--- config.mk ---
export PLATFORM = sky130hd
export DESIGN_NAME = tone_sequence_player_flat
export DESIGN_NICKNAME = d
export VERILOG_FILES = /design/src/rtl/tsp_pkg.sv /design/src/rtl/tsp_if.sv /design/src/rtl/tsp_note_ram.sv /design/src/rtl/tone_sequence_player.sv /design/src/flat_wrapper.sv
export SDC_FILE = /design/constraint.sdc
export NUM_CORES = 1
export LEC_CHECK = 0
export ABC_AREA = 1
export BUFFER_PORTS_ARGS = -buffer_cell sky130_fd_sc_hd__buf_2
export CAP_MARGIN = 20
export CORE_ASPECT_RATIO = 0.75
export CORE_MARGIN = 4
export CORE_UTILIZATION = 55
export DETAILED_ROUTE_END_ITERATION = 8
export PLACE_DENSITY_LB_ADDON = 0.15
export SYNTH_ARGS = -nofsm -noshare
export SYNTH_HDL_FRONTEND = slang
export SYNTH_SLANG_ARGS = --single-unit
--- constraint.sdc ---
create_clock -name i_clk -period 12.7 [get_ports i_clk]
set_clock_uncertainty 0.05 [all_clocks]
set_input_delay 0.635 -clock i_clk [delete_from_list [all_inputs] [get_ports i_clk]]
set_output_delay 0.635 -clock i_clk [all_outputs]
set_load 0.005 [all_outputs]
--- src/rtl/tsp_pkg.sv ---
// Shared types and constants for the tone sequence player.
package tsp_pkg;

    localparam int FREQ_W      = 16;
    localparam int DUR_W       = 16;
    localparam int SLOT_W      = 4;
    localparam int OP_W        = 2;
    localparam int LEN_W       = 5;
    localparam int GAP_W       = 16;
    localparam int ELAPSED_W   = 32;
    localparam int CFG_IDX_W   = 2;
    localparam int CFG_DATA_W  = 16;
    localparam int MAX_NOTES_D = 16;

    localparam logic [LEN_W-1:0] TUNE_LEN_RST = LEN_W'(1);
    localparam logic [GAP_W-1:0] SIL_GAP_RST  = GAP_W'(40);

    typedef enum logic [OP_W-1:0] {
        OP_WRITE   = 2'd0,
        OP_TICK    = 2'd1,
        OP_RESTART = 2'd2
    } t_op;

    typedef enum logic [CFG_IDX_W-1:0] {
        CFG_TUNE_LENGTH = 2'd0,
        CFG_REPEAT_EN   = 2'd1,
        CFG_REPEAT_GAP  = 2'd2,
        CFG_SILENCE_GAP = 2'd3
    } t_cfg_idx;

    typedef enum logic [1:0] {
        S_IDLE,
        S_WALK,
        S_FIN
    } t_state;

endpackage

--- src/rtl/tsp_if.sv ---
// Request and result channel interfaces of the tone sequence player.
interface tsp_in_if import tsp_pkg::*; ();
    logic              valid;
    logic              ready;
    logic [OP_W-1:0]   operation;
    logic [SLOT_W-1:0] entry_index;
    logic [FREQ_W-1:0] entry_freq;
    logic [DUR_W-1:0]  entry_duration;

    modport source (output valid, operation, entry_index, entry_freq, entry_duration,
                    input ready);
    modport sink   (input valid, operation, entry_index, entry_freq, entry_duration,
                    output ready);
endinterface

interface tsp_out_if import tsp_pkg::*; ();
    logic              valid;
    logic              ready;
    logic [FREQ_W-1:0] tone_freq;
    logic              freq_changed;
    logic              tune_done;

    modport source (output valid, tone_freq, freq_changed, tune_done, input ready);
    modport sink   (input valid, tone_freq, freq_changed, tune_done, output ready);
endinterface

--- src/rtl/tsp_note_ram.sv ---
// Note table: one write port, one registered read port.
module tsp_note_ram import tsp_pkg::*; #(
    parameter int MAX_NOTES = MAX_NOTES_D,
    localparam int IW = (MAX_NOTES > 1) ? $clog2(MAX_NOTES) : 1
) (
    input  logic              i_clk,
    input  logic              i_we,
    input  logic [IW-1:0]     i_waddr,
    input  logic [FREQ_W-1:0] i_wfreq,
    input  logic [DUR_W-1:0]  i_wdur,
    input  logic              i_re,
    input  logic [IW-1:0]     i_raddr,
    output logic [FREQ_W-1:0] o_rfreq,
    output logic [DUR_W-1:0]  o_rdur
);

    logic [FREQ_W+DUR_W-1:0] r_mem [MAX_NOTES];
    logic [FREQ_W+DUR_W-1:0] r_rdata;

    always_ff @(posedge i_clk) begin
        if (i_we) begin
            r_mem[i_waddr] <= {i_wfreq, i_wdur};
        end
    end

    always_ff @(posedge i_clk) begin
        if (i_re) begin
            r_rdata <= r_mem[i_raddr];
        end
    end

    assign o_rfreq = r_rdata[FREQ_W+DUR_W-1:DUR_W];
    assign o_rdur  = r_rdata[DUR_W-1:0];

endmodule

--- src/rtl/tone_sequence_player.sv ---
// Tone sequence player: note table, millisecond walk and tone output.
//
// Usage: requests arrive on i_in (valid/ready). operation WRITE loads note
// entry_index with entry_freq/entry_duration, TICK advances the elapsed
// millisecond count and replays the tune position, RESTART clears elapsed.
// Every request gives exactly one result on o_out: tone_freq, freq_changed
// and tune_done. Non-tick requests return the last driven frequency with
// both flags clear. Registers are written on i_cfg_we (index i_cfg_idx); the user
// writes them only while no request is in flight, and the block does not enforce it.
// Sequence: WRITE, RESTART and the spare code go from the accept state to the
// final state, which loads the result register. A TICK walks the table between
// the two, reading table entries up to and including the current note (at most
// min(tune_length, MAX_NOTES), 0 for an empty tune); the note table has a
// single read port and the walk reads one entry per cycle. One request is in
// flight at a time, and the next is not taken before the result loads.
// Reset (synchronous, i_rst_n low) clears elapsed time, last frequency and
// restores register defaults; table contents are kept and undefined after
// power-up. A stalled receiver holds the result; the walk waits in its final
// state until the output register frees, and i_in stays low meanwhile.
module tone_sequence_player import tsp_pkg::*; #(
    parameter int MAX_NOTES = MAX_NOTES_D
) (
    input  logic                  i_clk,
    input  logic                  i_rst_n,
    input  logic                  i_cfg_we,
    input  logic [CFG_IDX_W-1:0]  i_cfg_idx,
    input  logic [CFG_DATA_W-1:0] i_cfg_data,
    tsp_in_if.sink                i_in,
    tsp_out_if.source             o_out
);

    localparam int IW  = (MAX_NOTES > 1) ? $clog2(MAX_NOTES) : 1;
    localparam int CW  = $clog2(MAX_NOTES + 1);
    localparam int TW  = DUR_W + $clog2(MAX_NOTES);

    t_state                r_state, n_state;
    logic [ELAPSED_W-1:0]  r_elapsed;
    logic [FREQ_W-1:0]     r_last;
    logic [LEN_W-1:0]      r_tune_len;
    logic                  r_rep_en;
    logic [GAP_W-1:0]      r_rep_gap;
    logic [GAP_W-1:0]      r_sil_gap;
    logic [IW-1:0]         r_k;
    logic [TW-1:0]         r_total;
    logic                  r_tick;
    logic                  r_found;
    logic [FREQ_W-1:0]     r_drive;
    logic                  r_out_valid;
    logic [FREQ_W-1:0]     r_out_freq;
    logic                  r_out_changed;
    logic                  r_out_done;

    logic                  w_accept;
    logic                  w_out_free;
    logic [CW-1:0]         w_count;
    logic [ELAPSED_W-1:0]  w_elapsed_inc;
    logic                  w_slot_ok;
    logic                  w_ram_we;
    logic                  w_ram_re;
    logic [IW-1:0]         w_ram_raddr;
    logic [FREQ_W-1:0]     w_rd_freq;
    logic [DUR_W-1:0]      w_rd_dur;
    logic [TW-1:0]         w_sum;
    logic [TW-1:0]         w_rem;
    logic                  w_hit;
    logic                  w_last;
    logic [FREQ_W-1:0]     w_note_drive;
    logic [FREQ_W-1:0]     w_tick_freq;
    logic                  w_wrap;

    tsp_note_ram #(
        .MAX_NOTES (MAX_NOTES)
    ) u_note_ram (
        .i_clk   (i_clk),
        .i_we    (w_ram_we),
        .i_waddr (IW'(32'(i_in.entry_index))),
        .i_wfreq (i_in.entry_freq),
        .i_wdur  (i_in.entry_duration),
        .i_re    (w_ram_re),
        .i_raddr (w_ram_raddr),
        .o_rfreq (w_rd_freq),
        .o_rdur  (w_rd_dur)
    );

    assign w_accept      = i_in.valid && i_in.ready;
    assign w_out_free    = !r_out_valid || o_out.ready;
    assign w_count       = (32'(r_tune_len) > 32'(MAX_NOTES)) ? CW'(MAX_NOTES)
                                                              : CW'(r_tune_len);
    assign w_elapsed_inc = (r_elapsed == '1) ? r_elapsed : r_elapsed + 1'b1;
    assign w_slot_ok     = 32'(i_in.entry_index) < 32'(MAX_NOTES);

    // walk step on the entry read in the previous cycle
    assign w_sum        = r_total + TW'(w_rd_dur);
    assign w_hit        = 32'(w_sum) >= r_elapsed;
    assign w_rem        = w_sum - TW'(r_elapsed);
    assign w_last       = (32'(r_k) + 1) >= 32'(w_count);
    assign w_note_drive = (w_rd_dur != '0 && w_rem > TW'(r_sil_gap)) ? w_rd_freq : '0;

    assign w_tick_freq  = r_found ? r_drive : '0;
    assign w_wrap       = !r_found && r_rep_en
                          && (r_elapsed > (32'(r_total) + 32'(r_rep_gap)));

    // next state
    always_comb begin
        n_state = r_state;
        unique case (r_state)
            S_IDLE: begin
                if (w_accept) begin
                    if (t_op'(i_in.operation) == OP_TICK && w_count != '0) begin
                        n_state = S_WALK;
                    end else begin
                        n_state = S_FIN;
                    end
                end
            end
            S_WALK: begin
                if (w_hit || w_last) begin
                    n_state = S_FIN;
                end
            end
            S_FIN: begin
                if (w_out_free) begin
                    n_state = S_IDLE;
                end
            end
            default: n_state = S_IDLE;
        endcase
    end

    // control outputs
    always_comb begin
        i_in.ready  = 1'b0;
        w_ram_we    = 1'b0;
        w_ram_re    = 1'b0;
        w_ram_raddr = '0;
        unique case (r_state)
            S_IDLE: begin
                i_in.ready = 1'b1;
                w_ram_we   = i_in.valid && t_op'(i_in.operation) == OP_WRITE && w_slot_ok;
                w_ram_re   = i_in.valid && t_op'(i_in.operation) == OP_TICK;
            end
            S_WALK: begin
                w_ram_re    = 1'b1;
                w_ram_raddr = r_k + 1'b1;
            end
            S_FIN: begin
            end
            default: begin
            end
        endcase
    end

    always_ff @(posedge i_clk) begin
        if (!i_rst_n) begin
            r_state     <= S_IDLE;
            r_elapsed   <= '0;
            r_last      <= '0;
            r_tune_len  <= TUNE_LEN_RST;
            r_rep_en    <= 1'b0;
            r_rep_gap   <= '0;
            r_sil_gap   <= SIL_GAP_RST;
            r_out_valid <= 1'b0;
        end else begin
            r_state <= n_state;

            if (i_cfg_we) begin
                unique case (t_cfg_idx'(i_cfg_idx))
                    CFG_TUNE_LENGTH: r_tune_len <= i_cfg_data[LEN_W-1:0];
                    CFG_REPEAT_EN:   r_rep_en   <= i_cfg_data[0];
                    CFG_REPEAT_GAP:  r_rep_gap  <= i_cfg_data[GAP_W-1:0];
                    CFG_SILENCE_GAP: r_sil_gap  <= i_cfg_data[GAP_W-1:0];
                    default: ;
                endcase
            end

            // load from the final state, else hold until the receiver takes it
            r_out_valid <= (r_state == S_FIN && w_out_free) || (r_out_valid && !o_out.ready);

            unique case (r_state)
                S_IDLE: begin
                    if (w_accept) begin
                        r_tick <= t_op'(i_in.operation) == OP_TICK;
                        if (t_op'(i_in.operation) == OP_TICK) begin
                            r_elapsed <= w_elapsed_inc;
                        end else if (t_op'(i_in.operation) == OP_RESTART) begin
                            r_elapsed <= '0;
                        end
                        r_k     <= '0;
                        r_total <= '0;
                        r_found <= 1'b0;
                    end
                end
                S_WALK: begin
                    if (w_hit) begin
                        r_found <= 1'b1;
                        r_drive <= w_note_drive;
                    end else begin
                        r_total <= w_sum;
                        r_k     <= r_k + 1'b1;
                    end
                end
                S_FIN: begin
                    if (w_out_free) begin
                        if (r_tick) begin
                            r_out_freq    <= w_tick_freq;
                            r_out_changed <= w_tick_freq != r_last;
                            r_out_done    <= !r_found;
                            r_last        <= w_tick_freq;
                            if (w_wrap) begin
                                r_elapsed <= '0;
                            end
                        end else begin
                            r_out_freq    <= r_last;
                            r_out_changed <= 1'b0;
                            r_out_done    <= 1'b0;
                        end
                    end
                end
                default: ;
            endcase
        end
    end

    assign o_out.valid        = r_out_valid;
    assign o_out.tone_freq    = r_out_freq;
    assign o_out.freq_changed = r_out_changed;
    assign o_out.tune_done    = r_out_done;

    a_walk_in_range: assert property (@(posedge i_clk) disable iff (!i_rst_n)
        r_state == S_WALK |-> (32'(r_k) < 32'(w_count)))
        else $error("walk index beyond tune length");

    a_accept_leaves_idle: assert property (@(posedge i_clk) disable iff (!i_rst_n)
        w_accept |=> r_state != S_IDLE)
        else $error("accepted request did not start work");

    a_result_from_fin: assert property (@(posedge i_clk) disable iff (!i_rst_n)
        $rose(r_out_valid) |-> $past(r_state) == S_FIN)
        else $error("result loaded outside final state");

    a_done_is_silent: assert property (@(posedge i_clk) disable iff (!i_rst_n)
        (r_out_valid && r_out_done) |-> r_out_freq == '0)
        else $error("tone driven past end of tune");

endmodule

--- src/flat_wrapper.sv ---
// flat-port wrapper written by rule: the top's interface ports become plain ports
module tone_sequence_player_flat import tsp_pkg::*;
#(
    parameter int MAX_NOTES = MAX_NOTES_D
)
  (i_clk, i_rst_n, i_cfg_we, i_cfg_idx, i_cfg_data, i_in_valid, i_in_operation, i_in_entry_index, i_in_entry_freq, i_in_entry_duration, i_in_ready, o_out_valid, o_out_tone_freq, o_out_freq_changed, o_out_tune_done, o_out_ready);
  tsp_in_if i_in_i ();
  tsp_out_if o_out_i ();
  input  logic i_clk;
  input  logic i_rst_n;
  input  logic i_cfg_we;
  input  logic [CFG_IDX_W-1:0] i_cfg_idx;
  input  logic [CFG_DATA_W-1:0] i_cfg_data;
  input wire logic [$bits(i_in_i.valid)-1:0] i_in_valid;
  input wire logic [$bits(i_in_i.operation)-1:0] i_in_operation;
  input wire logic [$bits(i_in_i.entry_index)-1:0] i_in_entry_index;
  input wire logic [$bits(i_in_i.entry_freq)-1:0] i_in_entry_freq;
  input wire logic [$bits(i_in_i.entry_duration)-1:0] i_in_entry_duration;
  output wire logic [$bits(i_in_i.ready)-1:0] i_in_ready;
  output wire logic [$bits(o_out_i.valid)-1:0] o_out_valid;
  output wire logic [$bits(o_out_i.tone_freq)-1:0] o_out_tone_freq;
  output wire logic [$bits(o_out_i.freq_changed)-1:0] o_out_freq_changed;
  output wire logic [$bits(o_out_i.tune_done)-1:0] o_out_tune_done;
  input wire logic [$bits(o_out_i.ready)-1:0] o_out_ready;
  assign i_in_i.valid = i_in_valid;
  assign i_in_i.operation = i_in_operation;
  assign i_in_i.entry_index = i_in_entry_index;
  assign i_in_i.entry_freq = i_in_entry_freq;
  assign i_in_i.entry_duration = i_in_entry_duration;
  assign i_in_ready = i_in_i.ready;
  assign o_out_valid = o_out_i.valid;
  assign o_out_tone_freq = o_out_i.tone_freq;
  assign o_out_freq_changed = o_out_i.freq_changed;
  assign o_out_tune_done = o_out_i.tune_done;
  assign o_out_i.ready = o_out_ready;
  tone_sequence_player #(.MAX_NOTES(MAX_NOTES)) u_core (.i_clk(i_clk), .i_rst_n(i_rst_n), .i_cfg_we(i_cfg_we), .i_cfg_idx(i_cfg_idx), .i_cfg_data(i_cfg_data), .i_in(i_in_i), .o_out(o_out_i));
endmodule
# --- After elaboration in Yosys (flattened, before gate mapping) ---
# Memories as Yosys holds them, arrays and structs flattened. A register that Yosys moved wholly into a read port is not among the register bits.
# Cells that the tools add are included.
word_totals:
  reg_bits: 149
  ram_bits: 512
  n_memories: 1
  output_inout_bits: 20
  word_cells: 111
classes:
  add_sub_neg: 6
  n_mux: 31
  n_lt_le_gt_ge: 5
  n_eq_ne: 18
  reduce_logical: 34
memory_table:
  columns: ["memory", "words", "word_bits", "read_ports", "rd_clocked_by_memory_dff", "write_ports", "line_no", "text"]
  rows:
  - ["u_core.u_note_ram.r_mem", 16, 32, 1, 1, 1, "tsp_note_ram.sv:17", "logic [FREQ_W+DUR_W-1:0] r_mem [MAX_NOTES];"]
ops:
  columns: ["operator", "count"]
  rows:
  - ["two-way mux 32 bit", 7]
  - ["case mux 32 bit (2 select lines)", 1]
  - ["two-way mux 20 bit", 2]
  - ["case mux 20 bit (2 select lines)", 1]
  - ["adder 32 x 1 -> 32 bit (second input constant)", 1]
  - ["equality test 32 bit (second input constant)", 1]
  - [">= comparator 20 x 32 -> 1 bit", 1]
  - [">= comparator 32 x 5 -> 1 bit", 1]
  - ["> comparator 32 bit", 1]
  - ["two-way mux 16 bit", 2]
  - ["adder 20 x 16 -> 21 bit", 1]
  - ["adder 20 x 16 -> 20 bit", 1]
  - ["> comparator 20 x 16 -> 1 bit", 1]
  - ["subtractor 20 bit", 1]
  - ["!= test 16 bit", 1]
  - ["nonzero test 16 bit", 1]
  - ["two-way mux 4 bit", 3]
  - ["!= test 2 x 1 -> 1 bit (second input constant)", 6]
  - ["AND reduction 3 bit", 4]
  - ["AND reduction 2 bit", 5]
  - ["logical AND 1 bit", 9]
  - ["equality test 2 bit (second input constant)", 4]
  - ["two-way mux 2 bit", 4]
  - ["case mux 4 bit (2 select lines)", 1]
  - ["other kinds (18)", 34]

# --- Depth between registers and ports, before layout ---
# Gate-level depths: netlist of run 1.
logic_depth:
  depth_word: 7
  ltp_mapped: 32
  mapped_depth_nobuf: 31

# --- By module ---
# From an unflattened synthesis of run 1, not the netlist that was laid out.
unflattened:
  cells_unflattened: 3700
  area_unflattened_um2: 34219.1
modules_own_cells:
  columns: ["module", "seq_area_each_um2", "cells_per_inst", "area_each_um2", "n_inst"]
  rows:
  - ["tsp_note_ram", 16335.7, 2120, 23050.9, 1]
  - ["tone_sequence_player", 3583.4, 1580, 11168.2, 1]

# --- Least setup slack after synthesis of run 1 ---
# OpenSTA, ideal clock, no wires.
synth_timing:
  path_kind: "reg2reg"
  start: "register u_core.u_note_ram.r_rdata[2], read port of u_core.u_note_ram.r_mem"
  end: "register u_core.r_k[0], enable pin"
  setup_ns: 0.442
  slack_ns: 7.567
  path_buffers: 0
  stages_incl_launch_ff: 18
  arrival_ns: 4.641
  cell_sequence: "edfxtp_1 > ha_1 > a21oi_1 > nand2_1 > a21oi_1 > o21ai_0 > a31oi_1 > xor2_1 > inv_1 > ha_1 > a21o_1 > nand2_1 > nand2_1 > a21oi_1 > nand3_1 > nand4_1 > nand2_1 > a21boi_0"
synth_via:
  elab_chain_len: 4
synth_lines:
  columns: ["element", "line_no", "text"]
  rows:
  - ["start, declared", "tsp_note_ram.sv:18", "logic [FREQ_W+DUR_W-1:0] r_rdata;"]
  - ["adder 20 x 16 -> 20 bit", "tone_sequence_player.sv:93", "assign w_sum = r_total + TW'(w_rd_dur);"]
  - ["net u_core.w_sum[9]", "tone_sequence_player.sv:63", "logic [TW-1:0] w_sum;"]
  - [">= comparator 20 x 32 -> 1 bit", "tone_sequence_player.sv:94", "assign w_hit = 32'(w_sum) >= r_elapsed;"]
  - ["!= test 2 bit (no source line)", null, null]
  - ["AND reduction 4 bit (no source line)", null, null]
  - ["end signal, assigned", "tone_sequence_player.sv:199", "r_k <= r_k + 1'b1;"]
  - ["end, declared", "tone_sequence_player.sv:43", "logic [IW-1:0] r_k;"]
# The timed path passes the listed nets, and every way through them passes these cells.
# A chain may end at the register's enable or synchronous reset.

# --- Worst setup path in the final report of run 1 ---
layout_timing:
  start: "register u_core.r_total[2]"
  end: "register u_core.r_drive[5] (data pin)"
layout_via:
  elab_chain_len: 4
layout_lines:
  columns: ["element", "line_no", "text"]
  rows:
  - ["start, declared", "tone_sequence_player.sv:44", "logic [TW-1:0] r_total;"]
  - ["start signal, assigned", "tone_sequence_player.sv:198", "r_total <= w_sum;"]
  - ["adder 20 x 16 -> 20 bit", "tone_sequence_player.sv:93", null]
  - ["net u_core.w_sum[9]", "tone_sequence_player.sv:63", null]
  - ["subtractor 20 bit", "tone_sequence_player.sv:95", "assign w_rem = w_sum - TW'(r_elapsed);"]
  - ["> comparator 20 x 16 -> 1 bit", "tone_sequence_player.sv:97", "assign w_note_drive = (w_rd_dur != '0 && w_rem > TW'(r_sil_gap)) ? w_rd_freq : '0;"]
  - ["logical AND 1 bit", "tone_sequence_player.sv:97", null]
  - ["end signal, assigned", "tone_sequence_player.sv:196", "r_drive <= w_note_drive;"]
  - ["end, declared", "tone_sequence_player.sv:47", "logic [FREQ_W-1:0] r_drive;"]
# The timed path passes the listed nets, and every way through them passes these cells.

==> results list, run 1 <==
- The run finished with clean final reports.
* Number of enable flip-flop cells after synthesis: between 600 and 700
- On the critical path the largest part of the delay comes from simple AND/OR/NAND/NOR gates.
* Skew-Pair Late Insertion Delay: between 0.6 and 0.7 ns
- Post-CTS setup buffers: 0
* Last weighted congestion value of the routability-driven placer: between 0.9 and 1
- Final Core Density: 0.614
- Maximum buffer depth of the clock tree: 3
- Clock tree synthesis inserted a total of 69 buffers.
- In this run the cell area of the synthesized design comes to between 30,000 and 40,000 um^2.
- X dimension of the die: ~290 um
- Leaving out fill and tap cells, the most frequent cell in the layout is sky130_fd_sc_hd__nor2_1.
- The worst setup path is captured at a flip-flop.
- In the final routed layout, each cell accounts on average for approximately 22 um.
- Area enclosed by the die boundary: 62,200 um^2
- 81 I/O pins were placed.
* Share of async-settable or async-resettable flops after synthesis: 0
* Vias per cell: roughly 5.9
- The tool flagged a number of max-cap violations equal to 0.
* Aggregate routed wire length: 87.2 mm
- Top cell by count, worst path: sky130_fd_sc_hd__nand2_1
* Type of the worst setup path: reg2reg
- Critical path startpoint category: flip-flop
- The region available for standard cell placement spans 57,500 um^2.
* Synthesized flop and latch total: slightly below 700
- Among all flip-flop cells after synthesis, the most frequent one is sky130_fd_sc_hd__edfxtp_1.
- The average instance in the mapped netlist occupies between 10 and 15 um^2.
- Hold_buf cts: 0
- Maximum clock rate: approximately 0.18 GHz
- For this configuration, the core starts out at a cell density of 0.557.
- Worst slew margin relative to its limit: 0.271
- Number of routed nets with antenna violations: 0
* Register clock-pin slew on the reported worst setup and hold paths: approximately 0.070 ns
* Wire length of the first global-routing pass: between 100 and 150 mm
* Synthesized instance count: between 3,000 and 4,000
- VDD sags by at most about 0.11 mV.
- Setup repair after global routing missed its margin: no
- DR pass1 iterations: 5
- Net count of the finished layout: between 3,000 and 4,000
- After routing, the total negative slack on setup checks comes to 0 ns.
* Yosys cell types: between 40 and 50
- Vias post-DR: approximately 24,000
- In this run the number of H-tree levels came out at 3.
* Share of post-route cells with drive strength above 1: 0.0776
* Leakage: 12.7 nW
- At the worst endpoint, the arrival time is 5.82 ns.
- For this run, the register share of the synthesized area comes to 0.622.
- For this design, the sink count on the clock tree is roughly 690.
- Half-perimeter wire length after placement: between 50 and 60 mm
* Final count of negative-setup-slack endpoints: 0
* Power density over cell area: ~150 nW/um^2
- Initial DRC Count: between 2,000 and 3,000
- Crit-path max cell delay: 0.57 ns
- Slowest CP cell: sky130_fd_sc_hd__o21ai_0
- The critical path contains buffers and inverters numbering 2 combined.
- Number of warnings issued by yosys: 0
- Library cell with the largest summed area after synthesis: sky130_fd_sc_hd__edfxtp_1
- Initial antenna violation count: 6
- When the netlist entered floorplanning its net count stood at around 3,300.
* Transition time of the tightest slew-check pin: between 1 and 1.5 ns
- Of the post-synthesis cell area, the dominant cell type holds 0.566.
- Cell types with the largest area share after synthesis: sky130_fd_sc_hd__edfxtp_1 57%, sky130_fd_sc_hd__nor2_1 7.4%, sky130_fd_sc_hd__dfxtp_1 5.6%, sky130_fd_sc_hd__nand2_1 4.6%, sky130_fd_sc_hd__o21ai_0 4.3%
- Hold WC Path Type: in2reg
* Number of global-route vias before repair: 21,800
* Resize count post-CTS: 0
- DRC violation count after routing: 0
- After floorplanning, the core was divided into 76 placement rows.
- Slew Viols, Final: 0
* Largest net degree at the start of global routing: approximately 120
* Overall global routing resource usage: 0.278
* Post-route minimum period: 5.43 ns
- Count of port buffers added during placement: 80
* Largest fanout of any net on the critical path: 16
* Vert. Die Dim: ~220 um
- TritonCTS clock tree: yes
* Area growth from synthesis to layout: 10.2%
- The total count of hold-check failures in the final report came to 0.
- Global routing finished with a remaining overflow of 0.
- Most frequent cells in the layout: 614 x sky130_fd_sc_hd__nor2_1, 604 x sky130_fd_sc_hd__edfxtp_1, 394 x sky130_fd_sc_hd__nand2_1, 277 x sky130_fd_sc_hd__o21ai_0, 189 x sky130_fd_sc_hd__inv_1
- Power, Total: ~5.3 mW
- The root buffer cell chosen for the clock tree is sky130_fd_sc_hd__clkbuf_16.
- Worst endpoint required time: approximately 13 ns
- Dividing the final minimum period by the clock period gives 0.427.
per-stage QoR:
| step | setup WS (ns) | std cells | cell area [um^2] | hold slack [ns] |
|---|---|---|---|---|
| 2_1_floorplan | 7.57 | 3130 | 32000 | 0.385 |
| 3_3_place_gp | 7.42 | 3882 | 33200 | 0.398 |
| 3_5_place_dp | 7.38 | 3882 | 33200 | 0.406 |
| 4_1_cts | 7.34 | 3998 | 35200 | 0.212 |
| 5_1_grt | 6.80 | 4001 | 35300 | 0.238 |
| 6_report | 7.27 | 4001 | 35300 | 0.238 |
flip-flops by register name, summed over array words and instances (netlist names), 2 cells and up:
| name | flops |
|---|---|
| u_core.u_note_ram.r_mem | 512 |
| u_core.r_elapsed | 32 |
| u_core.u_note_ram.r_rdata | 32 |
| u_core.r_total | 20 |
| u_core.o_out.tone_freq | 16 |
| u_core.r_drive | 16 |
| u_core.r_last | 16 |
| u_core.r_rep_gap | 16 |
| u_core.r_sil_gap | 16 |
| u_core.r_tune_len | 5 |
| u_core.r_k | 4 |
| u_core.r_state | 2 |
final cells by class:
cell class,instances,area [um^2]
clock buffers,82,1800
repair buffers,118,726
diodes,1,2.50
fillers,4698,22200
multi-input cells,2093,10900
flip-flops and latches,693,19900
clock inverters,34,228
well taps,780,976
inverters,200,762
path summary, 6_finish.rpt:
path                                                  startpoint                               end  slack, ns  depth (start not counted)
worst max-delay path             u_core.r_total[2]$_SDFFCE_PN0P_   u_core.r_drive[5]$_SDFFCE_PN0P_       7.27                         29
worst min-delay path                               i_cfg_data[5]  u_core.r_sil_gap[5]$_SDFFE_PN1P_       0.24                          3
worst max register to register   u_core.r_total[2]$_SDFFCE_PN0P_   u_core.r_drive[5]$_SDFFCE_PN0P_       7.27                         29
worst min register to register  u_core.r_sil_gap[6]$_SDFFE_PN0P_  u_core.r_sil_gap[6]$_SDFFE_PN0P_       0.41                          2
per-layer routing:
layer,vias to the layer above,GRT usage,wire length (um)
li1,11100,-,-
met5,-,0,46
met1,11400,0.433,40000
met4,8,0.0659,1880
met3,133,0.0639,8490
met2,1011,0.398,36800
worst reg2reg max path: cells and delay by family, from the launching register on:
family	cells	cell delay, ns
simple gates	18	2.01
flops	1	0.40
compound gates	4	1.24
fa+ha+maj	3	1.05
xor+xnor	2	0.37
buf+inv	2	0.16
power by group:
group / internal [mW] / leakage [nW] / switching, mW
Sequential: 2.53 / 6.19 / 0.0444
Clock: 1.03 / 0.977 / 0.840
Combinational: 0.265 / 5.50 / 0.553
Total: 3.82 / 12.7 / 1.44
synth_stat cells, types with 13 or more instances:
cell / n
sky130_fd_sc_hd__nor2_1: 632
sky130_fd_sc_hd__edfxtp_1: 604
sky130_fd_sc_hd__nand2_1: 395
sky130_fd_sc_hd__o21ai_0: 277
sky130_fd_sc_hd__inv_1: 190
sky130_fd_sc_hd__nand3_1: 166
sky130_fd_sc_hd__o211ai_1: 131
sky130_fd_sc_hd__a21oi_1: 126
sky130_fd_sc_hd__ha_1: 98
sky130_fd_sc_hd__clkbuf_1: 90
sky130_fd_sc_hd__dfxtp_1: 89
sky130_fd_sc_hd__o21ai_1: 68
sky130_fd_sc_hd__buf_2: 38
sky130_fd_sc_hd__xor2_1: 37
sky130_fd_sc_hd__nor3_1: 33
sky130_fd_sc_hd__nand4_1: 23
sky130_fd_sc_hd__xnor2_1: 20
sky130_fd_sc_hd__a211oi_1: 13
cell families after synthesis:
family / Yosys count / share of synthesized area
buffers and inverters: 344 / 0.0428
adders and majority gates: 101 / 0.0402
and+or+nand+nor: 1281 / 0.163
AOI/OAI and AO/OA: 654 / 0.116
xor gates and xnor gates: 57 / 0.0156
DFF: 693 / 0.622
Power figures use the tool's default switching activity.
==> run 2: changes to the inputs <==
==> constraint.sdc (replaced) <==
create_clock -name i_clk -period 5.6 [get_ports i_clk]
set_clock_uncertainty 0.05 [all_clocks]
set_input_delay 0.28 -clock i_clk [delete_from_list [all_inputs] [get_ports i_clk]]
set_output_delay 0.28 -clock i_clk [all_outputs]
set_load 0.005 [all_outputs]
==> run 2 against run 1 <==
  * Die area unchanged
  * Sequential cell count did not move
  * Core utilization up 1.5 points
  * Hold slack got worse by 0.18 ns
  * Via count up 1.7%
  * Wire length rose by 0.85%
  * First-iteration DRC count increased by 13%
  * Critical path depth unchanged
  * Setup slack worse by 6.8 ns
  * Power up 140%
  * Design area up 2.4%
  * Largest power group unchanged
==> results list, run 2 (synthesized netlist as in run 1, its figures left out) <==
- The number of cell rows is 76 (unchanged).
- The total setup buffers inserted after CTS was 0 (unchanged).
- The number of max-slew violations in the final report is 0 (unchanged).
- The actual transition at the worst max-transition pin came to 1.17 ns (+0.0775 ns).
* Most frequent standard cell in the layout excluding fill and tap cells: sky130_fd_sc_hd__nor2_1
- Leakage: 13.1 nW (+3.1%)
- Initial antenna violation count: 1 (-5)
- X dimension of the die: 287 um (unchanged)
- The final wirelength is 87.9 mm (+0.85%).
- TritonCTS built the clock tree.
* Vias per cell: 5.89 (about the same)
- DR pass1 iterations: 5 (unchanged)
- The slowest stage of the critical path is the sky130_fd_sc_hd__edfxtp_1 cell.
- The post-detailed-placement cell area was 33,300 um^2 (+0.18%).
* Half-perimeter wire length after placement: 53.8 mm (+2.5%)
* Critical path startpoint category: flip-flop
- Largest net degree at the start of global routing: 258 (+120%)
- The final antenna-violating net count came to 0 (unchanged).
- In the final layout, the registers with the most flip-flops are u_core.u_note_ram.r_mem: 512 flops, u_core.r_elapsed: 32 flops, u_core.u_note_ram.r_rdata: 32 flops.
* Worst slew margin relative to its limit: 0.218 (-0.0535)
* Skew-Pair Late Insertion Delay: 0.63 ns (+0.02 ns)
- The area growth from synthesis to layout is 12.8%.
* Worst IR drop on VDD: 0.357 mV (+230%)
- The via count of the first global-routing pass was 21,900 (+0.15%).
- The setup path with the least slack is of type reg2reg.
* Power density over cell area: 343 nW/um^2 (+130%)
- The post-route total power is 12.4 mW (+140%).
- Last weighted congestion value of the routability-driven placer: 0.993 (+3.0%)
- Register clock-pin slew on the reported worst setup and hold paths: 0.07 ns (about the same)
- Share of post-route cells with drive strength above 1: 0.0833 (+0.00567)
* Overflow left after global routing: 0 (unchanged)
* Initial Utilization: 0.557 (unchanged)
* IO Pins: 81 (unchanged)
* Top cell by count, worst path: sky130_fd_sc_hd__nand2_1
- The final instance area is 36,100 um^2 (+2.4%).
* Worst endpoint required time: 5.91 ns (-7.18 ns)
- Hold WC Path Type: in2reg
* Largest register by flop count: u_core.u_note_ram.r_mem
- The worst setup path is captured at a flip-flop.
- Vias post-DR: 24,000 (+1.7%)
* Number of buffers added by the clock tree synthesis step: 70 (+1.4%)
- The maximum fanout along the worst path was 8 (-8).
* Status: completed
- Most frequent cells in the layout: 613 x sky130_fd_sc_hd__nor2_1, 604 x sky130_fd_sc_hd__edfxtp_1, 392 x sky130_fd_sc_hd__nand2_1, 276 x sky130_fd_sc_hd__o21ai_0, 189 x sky130_fd_sc_hd__inv_1
- The number of port buffers is 80 (unchanged).
* Overall global routing resource usage: 0.277 (-0.00124)
- The max capacitance violation total was 0 (unchanged).
* Maximum clock rate: 0.194 GHz (+5.0%)
* Vert. Die Dim: 217 um (unchanged)
* Number of inserted filler cells in the final layout: 4,624 (-1.6%)
- Wire length of the first global-routing pass: 132 mm (-0.15%)
- The remaining design rule violation count is 0 (unchanged).
- Initial DRC Count: 2,880 (+13%)
* Fin. Hold Viols: 0 (unchanged)
- Crit-path max cell delay: 0.39 ns (-0.18 ns)
- The post-route fraction of the period consumed by the critical path came to 0.923 (+0.496).
* CTS H-tree depth: 3 (unchanged)
* Area enclosed by the die boundary: 62,200 um^2 (unchanged)
- The wire length per cell after detailed routing is 21.6 um (-0.86%).
- The cell family contributing the most delay on the critical path is simple AND/OR/NAND/NOR gates.
* Placeable Area: 57,500 um^2 (unchanged)
* Maximum buffer depth of the clock tree: 3 (unchanged)
- Arrival time at the worst endpoint: 5.48 ns (-0.34 ns)
* CTS sink cnt: 693 (unchanged)
- Net count of the finished layout: 3,394 (+1.7%)
* Root buf cell: sky130_fd_sc_hd__clkbuf_16
- Post-route minimum period: 5.17 ns (-0.258 ns)
- The number of buffers and inverters on the critical path was 3 (+1).
- Number of flip-flops under the largest register name: 512 (unchanged)
- The total setup violations reported at the end of the flow was 0 (unchanged).
run 2: changes by cell type in the layout (fill, tap and decap cells not counted), sizes merged:
cell         before  now
clkinvlp          4    1
inv             197  201
buf             118  121
nand2           398  399
clkbuf           82   90
bufinv            1    5
dlygate4sd3       0   52
run 2: repair_timing:
action	CTS	global route
hold buffers	52	0
hold endpoints to repair	547	0
setup endpoints to repair	0	16
resized for setup	0	11
run 2: worst register-to-register path: cells and delay by family (launching register included):
kind            cells  cell delay, ns
buf+inv             3            0.27
compound gates      6            1.05
fa+ha+maj           4            1.23
xor+xnor            2            0.40
simple gates       14            1.55
flops               1            0.39
run 2: final timing paths:
kind                                    start                          endpoint  slack [ns]  cells past startpoint
min reg2reg  u_core.r_sil_gap[8]$_SDFFE_PN0P_  u_core.r_sil_gap[8]$_SDFFE_PN0P_        0.43                      2
max reg2reg   u_core.r_total[0]$_SDFFCE_PN0P_   u_core.r_drive[4]$_SDFFCE_PN0P_        0.43                     29
max           u_core.r_total[0]$_SDFFCE_PN0P_   u_core.r_drive[4]$_SDFFCE_PN0P_        0.43                     29
min                               o_out_ready     u_core.o_out.valid$_SDFF_PN0_        0.06                      4
run 2: layer usage:
metal / global-route usage / vias up / part of all wire
met1: 0.429 / 11600 / 0.46
met4: 0.0549 / 0 / 0.016
met5: 0 / - / 0
li1: - / 11200 / -
met3: 0.0555 / 101 / 0.098
met2: 0.410 / 1072 / 0.43
run 2: power by group:
| part | switching, mW | leakage, nW | internal (mW) |
|---|---|---|---|
| Sequential | 0.0942 | 6.19 | 5.73 |
| Clock | 2.03 | 1.11 | 2.63 |
| Combinational | 1.27 | 5.76 | 0.634 |
run 2: cell type report:
class	count	area (um^2)	share of cell area
well taps	780	976	0.0270
diodes	1	2.50	0.0000692
inverters	200	762	0.0211
multi-input cells	2094	10900	0.303
clock buffers	90	1870	0.0517
repair buffers	173	1290	0.0357
clock inverters	39	383	0.0106
flip-flops and latches	693	19900	0.551
run 2: through the flow:
step,hold WS (ns),TNS [ns],instances,util,setup slack (ns)
floorplan,0.329,0,3130,-,0.467
global placement,0.404,0,3885,0.578,0.395
detailed placement,0.413,0,3885,0.578,0.265
CTS,0.0297,0,4066,0.627,0.238
global route,0.0816,-0.281,4069,0.628,-0.0351
finish,0.0587,0,4070,0.628,0.433
